==> config.mk <==
export PLATFORM = sky130hd
export DESIGN_NAME = hbmt_front
export DESIGN_NICKNAME = d
export VERILOG_FILES = /design/src/hbmt_pkg.sv /design/src/hbmt_front.sv
export SDC_FILE = /design/constraint.sdc
export NUM_CORES = 1
export LEC_CHECK = 0
export BUFFER_PORTS_ARGS = -buffer_cell sky130_fd_sc_hd__buf_2
export CELL_PAD_IN_SITES_DETAIL_PLACEMENT = 1
export CELL_PAD_IN_SITES_GLOBAL_PLACEMENT = 1
export CORE_ASPECT_RATIO = 1.75
export CORE_MARGIN = 10
export CORE_UTILIZATION = 44
export CTS_CLUSTER_SIZE = 25
export DETAILED_ROUTE_END_ITERATION = 6
export PLACE_DENSITY_LB_ADDON = 0.1
export SLEW_MARGIN = 20
export SYNTH_ARGS = -nofsm -noshare
export SYNTH_HDL_FRONTEND = slang
export SYNTH_SLANG_ARGS = --single-unit
==> constraint.sdc <==
create_clock -name clock -period 8.85 [get_ports clock]
set_clock_uncertainty 0.1 [all_clocks]
set_input_delay 0.885 -clock clock [delete_from_list [all_inputs] [get_ports clock]]
set_output_delay 0.885 -clock clock [all_outputs]
set_load 0.03 [all_outputs]
==> src/hbmt_pkg.sv <==
`timescale 1ns / 1ps
// ----------------------------------------------------------------------------
// hbmt_pkg
// Shared types and codes for the heartbeat membership table.
// ----------------------------------------------------------------------------
package hbmt_pkg;

   localparam logic [2:0] CMD_JOIN_REQ   = 3'd0;
   localparam logic [2:0] CMD_JOIN_REPLY = 3'd1;
   localparam logic [2:0] CMD_HEARTBEAT  = 3'd2;
   localparam logic [2:0] CMD_GOSSIP     = 3'd3;
   localparam logic [2:0] CMD_TICK       = 3'd4;

   localparam logic [2:0] EV_ADDED     = 3'd0;
   localparam logic [2:0] EV_UPDATED   = 3'd1;
   localparam logic [2:0] EV_UNCHANGED = 3'd2;
   localparam logic [2:0] EV_REMOVED   = 3'd3;
   localparam logic [2:0] EV_DROPPED   = 3'd4;
   localparam logic [2:0] EV_IGNORED   = 3'd5;
   localparam logic [2:0] EV_DONE      = 3'd6;

   localparam logic [1:0] CSR_SELF_ID   = 2'd0;
   localparam logic [1:0] CSR_SELF_PORT = 2'd1;
   localparam logic [1:0] CSR_TIMEOUT   = 2'd2;
   localparam logic [1:0] CSR_IN_GROUP  = 2'd3;

   localparam logic [15:0] TIMEOUT_RESET = 16'd20;

   typedef struct packed {
      logic [2:0]  command;
      logic [31:0] node_id;
      logic [15:0] node_port;
      logic [31:0] beat_value;
      logic [31:0] entry_time;
      logic [31:0] now;
   } req_type;

   typedef struct packed {
      logic [2:0]  event_res;
      logic [31:0] member_id;
      logic [15:0] member_port;
      logic [31:0] member_beat;
      logic [31:0] own_beat;
      logic [5:0]  member_count;
      logic        in_group;
      logic        reply_needed;
      logic        last;
   } rsp_type;

endpackage

==> src/hbmt_front.sv <==
`timescale 1ns / 1ps
`default_nettype none
// ----------------------------------------------------------------------------
// hbmt_front
// Accepts requests into a two-entry queue toward the table engine.
// ----------------------------------------------------------------------------
module hbmt_front (
   input  wire logic              clock,
   input  wire logic              reset,
   input  wire logic              start,
   input  wire hbmt_pkg::req_type req_data,
   output logic                   busy,
   input  wire logic              pop,
   output logic                   q_valid,
   output hbmt_pkg::req_type      q_data
);

   hbmt_pkg::req_type mem_ff [2];
   logic wp_ff, rp_ff;
   logic [1:0] cnt_ff, cnt_in;
   logic push;

   assign busy    = cnt_ff[1];
   assign push    = start && !busy;
   assign q_valid = cnt_ff != 2'd0;
   assign q_data  = mem_ff[rp_ff];
   assign cnt_in  = cnt_ff + {1'b0, push} - {1'b0, pop};

   always_ff @(posedge clock) begin
      if (push) begin
         mem_ff[wp_ff] <= req_data;
      end
      if (reset) begin
         wp_ff  <= 1'b0;
         rp_ff  <= 1'b0;
         cnt_ff <= 2'd0;
      end else begin
         if (push) wp_ff <= !wp_ff;
         if (pop)  rp_ff <= !rp_ff;
         cnt_ff <= cnt_in;
      end
   end

endmodule
`default_nettype wire

==> results of run 1 <==
[worst max path at each step]
stage	startpoint	endpoint	slack, ps	cells after the start
4_1_cts	flop	q_data[54]	5190	3
5_1_grt	flop	q_data[54]	5100	3
6_report	flop	q_data[54]	5270	3
3_3_place_gp	flop	q_data[54]	5790	3
2_1_floorplan	start	mem_ff[0][0]$_DFFE_PP_	970	2
3_5_place_dp	flop	q_data[54]	5770	3
[power groups by stage]
stage	registers, mW	clock network, mW	logic, mW
after floorplan	1.77	0	0.378
after global placement	1.75	0	0.544
after detailed placement	1.76	0	0.551
after CTS	1.73	1.14	0.554
after global routing	1.74	1.20	0.576
final	1.73	1.10	0.541
[area by class of cell]
class | count | area [um^2] | area share
sequential | 299 | 8932 | 0.6623
multi-input combinational | 164 | 1778 | 0.1318
timing repair buffer | 305 | 1541 | 0.1143
clock buffer | 30 | 686.9 | 0.05093
tap | 312 | 390.4 | 0.02895
clock inverter | 17 | 141.4 | 0.01048
antenna | 5 | 12.51 | 0.0009277
inverter | 1 | 3.754 | 0.0002783
[metal layers]
metal	global-route usage	vias up
met5	0	-
met4	0.04876	6
met3	0.05033	36
met2	0.2876	192
met1	0.1601	2841
li1	-	2559
[flip-flops by register name, indices dropped and copies added (netlist names), named ones only]
name	flops
wp_ff	1
rp_ff	1
cnt_ff	2
mem_ff	294
[metrics by stage]
| step | setup slack [ps] | hold slack [ps] | total power, mW | area (um^2) |
|---|---|---|---|---|
| after CTS | 5192 | 414.5 | 3.422 | 13470 |
| after global placement | 5792 | 399.7 | 2.295 | 12650 |
| final | 5272 | 426.4 | 3.369 | 13490 |
| after detailed placement | 5771 | 417.5 | 2.311 | 12650 |
| after floorplan | 973.3 | 379.9 | 2.146 | 10870 |
| after global routing | 5101 | 420.1 | 3.509 | 13480 |
[tightest hold or removal path: cells and delay by family (launching register included)]
kind / cells / cell delay [ps]
DFF: 1 / 320
xor gates and xnor gates: 1 / 90
and+or+nand+nor: 1 / 80
[placed cells by master (no fill, tap or decap), types with 2 or more instances in the layout]
master / count
sky130_fd_sc_hd__clkbuf_16: 27
sky130_fd_sc_hd__nor2b_1: 2
sky130_fd_sc_hd__buf_4: 6
sky130_fd_sc_hd__clkinv_1: 5
sky130_fd_sc_hd__xnor2_1: 3
sky130_fd_sc_hd__clkinvlp_4: 5
sky130_fd_sc_hd__nor2_4: 2
sky130_fd_sc_hd__edfxtp_1: 294
sky130_fd_sc_hd__clkbuf_1: 3
sky130_fd_sc_hd__dfxtp_1: 4
sky130_fd_sc_hd__nor2_1: 3
sky130_fd_sc_hd__bufinv_16: 2
sky130_fd_sc_hd__buf_2: 299
sky130_fd_sc_hd__diode_2: 5
sky130_fd_sc_hd__nor3_1: 2
sky130_fd_sc_hd__mux2_2: 147
sky130_fd_sc_hd__clkinv_2: 5
[logic make-up (layout without fill, tap and decap cells)]
kind of cell               after synthesis  in the layout  synth area share
AOI/OAI and AO/OA                        1              1         0.0006909
buffers and inverters                   17            353           0.01635
DFF                                    299            299            0.8215
xor gates and xnor gates                 3              3          0.002418
adders and majority gates                1              1          0.001151
other                                    0              5                 0
muxes                                  147            147            0.1523
and+or+nand+nor                         12             12          0.005642
==> impl_metrics.json, run 1 <==
{
  "max_slew.worst_pin.slew_ps": 1070,
  "total_leakage_power_nw": 4.976,
  "final_worst_path_period_need_ps": 3578,
  "cts_hold_buffers": 0,
  "max-vdd-ir-drop_mv": 0.1944,
  "final.period_utilization": 0.4043,
  "cts_inserted_buffers": 27,
  "final_util": 0.5497,
  "post_drt_via_cell_ratio": 4.973,
  "postCtsSetupRepairBufs": 0,
  "slew-limit-headroom": 0.2867,
  "width_of_the_die_um": 138.8,
  "yosysSeqAreaShare": 0.8215,
  "syn-instance-count": 480,
  "yosys-top-cells-area": "sky130_fd_sc_hd__edfxtp_1 (81%), sky130_fd_sc_hd__mux2_2 (15%), sky130_fd_sc_hd__buf_6 (1.6%)",
  "synth_largest_type_area_fraction": 0.8122,
  "placementRows": 76,
  "slew_viol_final": 0,
  "run_status": "complete, no violations",
  "finalSetupViolations": 0,
  "ys_async_sr_fraction": 0,
  "reg2reg_slack_ps": 6710,
  "holdPathEnd": "rp_ff$_SDFFE_PP0P_",
  "ys_seq_elements": 299,
  "timing.reg2reg.worst_path_depth": 3,
  "cts.clk_slew.worst_paths_ps": 60,
  "post-route-drc-count": 0,
  "globalRouteOverflowTotal": 0,
  "slowest_delay_ps": 710,
  "routedWlPerCell_um": 22.58,
  "routed_wirelength_um": 25590,
  "grt_usage": 0.1552,
  "met2WireLength_um": 14210,
  "post_synthesis_cell_type_with_the_largest_combined_area": "sky130_fd_sc_hd__edfxtp_1",
  "synth_most_common_cell": "sky130_fd_sc_hd__edfxtp_1",
  "synth_ff_type": "sky130_fd_sc_hd__edfxtp_1",
  "dpl.hpwl_um": 18090,
  "critical_path.reg2reg.startpoint": "cnt_ff[1]$_SDFF_PP0_",
  "vias": 5634,
  "dieArea_um2": 31640,
  "finish.net_count": 950,
  "start_util": 0.4430,
  "synthesis.area_per_instance_um2": 22.64,
  "grt_max_degree": 77,
  "topRoutingLayerUsed": "met5",
  "power_per_cell_area_nw_per_um2": 249.8,
  "worst_endpoint_required_time_ps": 7870,
  "core_region_area_um2": 24530,
  "worstHoldPathType": "flop to flop",
  "post_synth_edffs": 294,
  "route.layer.met1.wl_um": 8971,
  "critical_path.max_fanout": 55,
  "cts-resized-gates": 0,
  "synth_area_um2": 10870,
  "switching_share": 0.2626,
  "clock_insertion_delay_worst_skew_ps": 530,
  "number_of_distinct_library_cells_after_synthesis": 15,
  "layout-drive-gt1-share": 0.6066,
  "met3_length_um": 1880,
  "pwr-share-comb": 0.160,
  "final_total_negative_setup_slack_ps": 0,
  "globalplace.congestion": 0.7273,
  "cts_tree": "yes",
  "p_int_mw": 2.484,
  "post_synth_most_frequent_cells": "sky130_fd_sc_hd__edfxtp_1 (294), sky130_fd_sc_hd__mux2_2 (147), sky130_fd_sc_hd__buf_6 (15)",
  "crit_chain": "buf_4 -> mux2_2 -> buf_2",
  "worst_setup_path_end_kind": "output pin",
  "seq_power_share": 0.512,
  "finalHoldViolations": 0,
  "hp-start": "rp_ff$_SDFFE_PP0P_",
  "ys.warnings.count": 0,
  "fillers": 2284,
  "cts_max_level": 1,
  "min_delay_path_depth": 2,
  "final_cell_count_no_fill": 1133,
  "setup.worst_path.start_class": "flop",
  "place.detailed.instances": 1081,
  "critPathSlowestCell": "sky130_fd_sc_hd__dfxtp_4",
  "timing.critical_path.max_delay_family": "buffers and inverters",
  "firstDrtPassIters": 4,
  "ctsRootBufferMaster": "sky130_fd_sc_hd__clkbuf_16",
  "tritoncts_num_sinks": 299,
  "maximum_count_of_clock_buffers_along_a_single_path": 3,
  "number_of_antenna_violations_at_the_first_check_in_global_routing": 8,
  "place.port_buffers": 299,
  "switching_power_uw": 884.7,
  "drtAntennaViolNets": 0,
  "area.growth.synth_to_final_pct": 24.08,
  "ios": 300,
  "grt_pass1_vias": 6384,
  "timing.rr.end": "mem_ff[1][100]$_DFFE_PP_",
  "die_h_um": 227.9,
  "maxClockFrequency_ghz": 0.2795,
  "worstSetupPathType": "flop to output pin",
  "synth_fp_nets": 632,
  "clkPwrFrac": 0.327,
  "cap_violations": 0,
  "grt_setup_unrepaired": "false",
  "worst-path-buf-inv": 2,
  "first_pass_grt_wire_length_um": 38140,
  "first_iter_violations": 334,
  "crit_arrival_ps": 2590
}
Note: power is estimated with default switching activity, not from simulation.
==> inputs of run 2 (changes only) <==
- clock period: 8.85 -> 3.6 ns (I/O delays scaled with it)
==> impl_metrics.json, run 2 (synthesis results as in run 1) <==
{
  "run_status": "complete, no violations",
  "grt_setup_unrepaired": "false",
  "firstDrtPassIters": 4,
  "total_leakage_power_nw": 5.647,
  "grt_pass1_vias": 7248,
  "post-route-drc-count": 0,
  "final_worst_path_period_need_ps": 2613,
  "grt_usage": 0.1731,
  "globalRouteOverflowTotal": 0,
  "grt_max_degree": 104,
  "clock_insertion_delay_worst_skew_ps": 530,
  "largest_reg_flops": 294,
  "first_iter_violations": 301,
  "start_util": 0.4430,
  "dpl.hpwl_um": 18990,
  "die_h_um": 227.9,
  "ctsRootBufferMaster": "sky130_fd_sc_hd__clkbuf_16",
  "cts_inserted_buffers": 27,
  "tritoncts_num_sinks": 299,
  "layout_commonest_cell": "sky130_fd_sc_hd__buf_2",
  "dieArea_um2": 31640,
  "reg_top3": "mem_ff x294, cnt_ff x2",
  "finalInstanceArea_um2": 15060,
  "cap_violations": 0,
  "cts_max_level": 1,
  "placementRows": 76,
  "final_total_negative_setup_slack_ps": 0,
  "number_of_antenna_violations_at_the_first_check_in_global_routing": 3,
  "post_drt_via_cell_ratio": 4.897,
  "slew_viol_final": 0,
  "max_slew.worst_pin.slew_ps": 622.0,
  "cts.clk_slew.worst_paths_ps": 70,
  "final.period_utilization": 0.7258,
  "slew-limit-headroom": 0.5853,
  "met2WireLength_um": 16340,
  "routedWlPerCell_um": 22.47,
  "area.growth.synth_to_final_pct": 38.53,
  "core_region_area_um2": 24530,
  "fillers": 2241,
  "final.hold.worst_slack_ps": 67.58,
  "power_per_cell_area_nw_per_um2": 572.4,
  "globalplace.congestion": 0.7793,
  "ios": 300,
  "finish.net_count": 1099,
  "drtAntennaViolNets": 0,
  "critical_path.max_fanout": 42,
  "routed_wirelength_um": 28760,
  "place.port_buffers": 299,
  "vias": 6268,
  "route.layer.met1.wl_um": 9653,
  "registers.top_by_ff_count": "mem_ff",
  "maximum_count_of_clock_buffers_along_a_single_path": 3,
  "max-vdd-ir-drop_mv": 0.5921,
  "setup.worst_path.start_class": "flop",
  "crit_arrival_ps": 2150,
  "worst_endpoint_required_time_ps": 3140,
  "width_of_the_die_um": 138.8,
  "maxClockFrequency_ghz": 0.3827,
  "topRoutingLayerUsed": "met5",
  "finalHoldViolations": 0,
  "worstSetupPathType": "flop to output pin",
  "first_pass_grt_wire_length_um": 42950,
  "worst_setup_path_end_kind": "output pin",
  "finalSetupViolations": 0,
  "layout-drive-gt1-share": 0.5161,
  "cts_tree": "yes",
  "leading_cell_types_in_the_layout_fill_and_taps_excluded": "sky130_fd_sc_hd__buf_2 (299), sky130_fd_sc_hd__edfxtp_1 (294), sky130_fd_sc_hd__dlygate4sd3_1 (148)",
  "postPlaceCellArea_um2": 12690,
  "timing.reg2reg.worst_path_depth": 3,
  "met3_length_um": 1842,
  "min_delay_path_depth": 3,
  "worstHoldPathType": "primary input to flop"
}
-- run 2: worst paths after layout --
kind / start / to / slack (ps)
worst max-delay path: flop / q_data[111] / 990
worst min-delay path: pop / rp_ff$_SDFFE_PP0P_ / 70
worst max register to register: cnt_ff[1]$_SDFF_PP0_ / mem_ff[0][30]$_DFFE_PP_ / 1760
worst min register to register: rp_ff$_SDFFE_PP0P_ / rp_ff$_SDFFE_PP0P_ / 430
-- run 2: layout make-up --
cell class	count	area, um^2	share of cell area
Tap cell	312	390.4	0.02593
Clock inverter	16	186.4	0.01238
Multi-Input combinational cell	164	1778	0.1181
Timing Repair Buffer	454	3068	0.2038
Sequential cell	299	8932	0.5932
Inverter	1	3.754	0.0002493
Clock buffer	31	690.7	0.04587
Antenna cell	3	7.507	0.0004986
-- run 2: critical path: stages (launching register included) --
cell                      delay, ps
sky130_fd_sc_hd__dfxtp_4        480
sky130_fd_sc_hd__buf_4          510
sky130_fd_sc_hd__mux2_2         420
sky130_fd_sc_hd__buf_2          180
-- run 2: routing by layer --
layer / up-vias / global-route usage
met5: - / 0
li1: 2850 / -
met1: 3160 / 0.1717
met2: 214 / 0.3308
met3: 42 / 0.04409
met4: 2 / 0.06839
-- run 2: per-stage QoR --
stage / worst slack, ps / power, mW / std cells / utilization
floorplan: -1479 / 5.245 / 480 / -
CTS: 945.7 / 8.696 / 1277 / 0.6134
detailed placement: 1532 / 5.692 / 1082 / 0.5173
global route: 884.7 / 8.929 / 1280 / 0.6137
finish: 987.2 / 8.618 / 1280 / 0.6137
global placement: 1585 / 5.648 / 1082 / 0.5173
-- run 2: timing repair --
item | CTS | global route
hold endpoints to repair | 299 | 0
buffers inserted | 0 | 0
hold buffers | 148 | 0
resized for setup | 0 | 0
-- run 2: report_power, final --
group	total (mW)	switching, mW	internal, mW
combinational	1.50	0.958	0.546
sequential	4.24	0.0762	4.16
clock	2.88	1.22	1.66
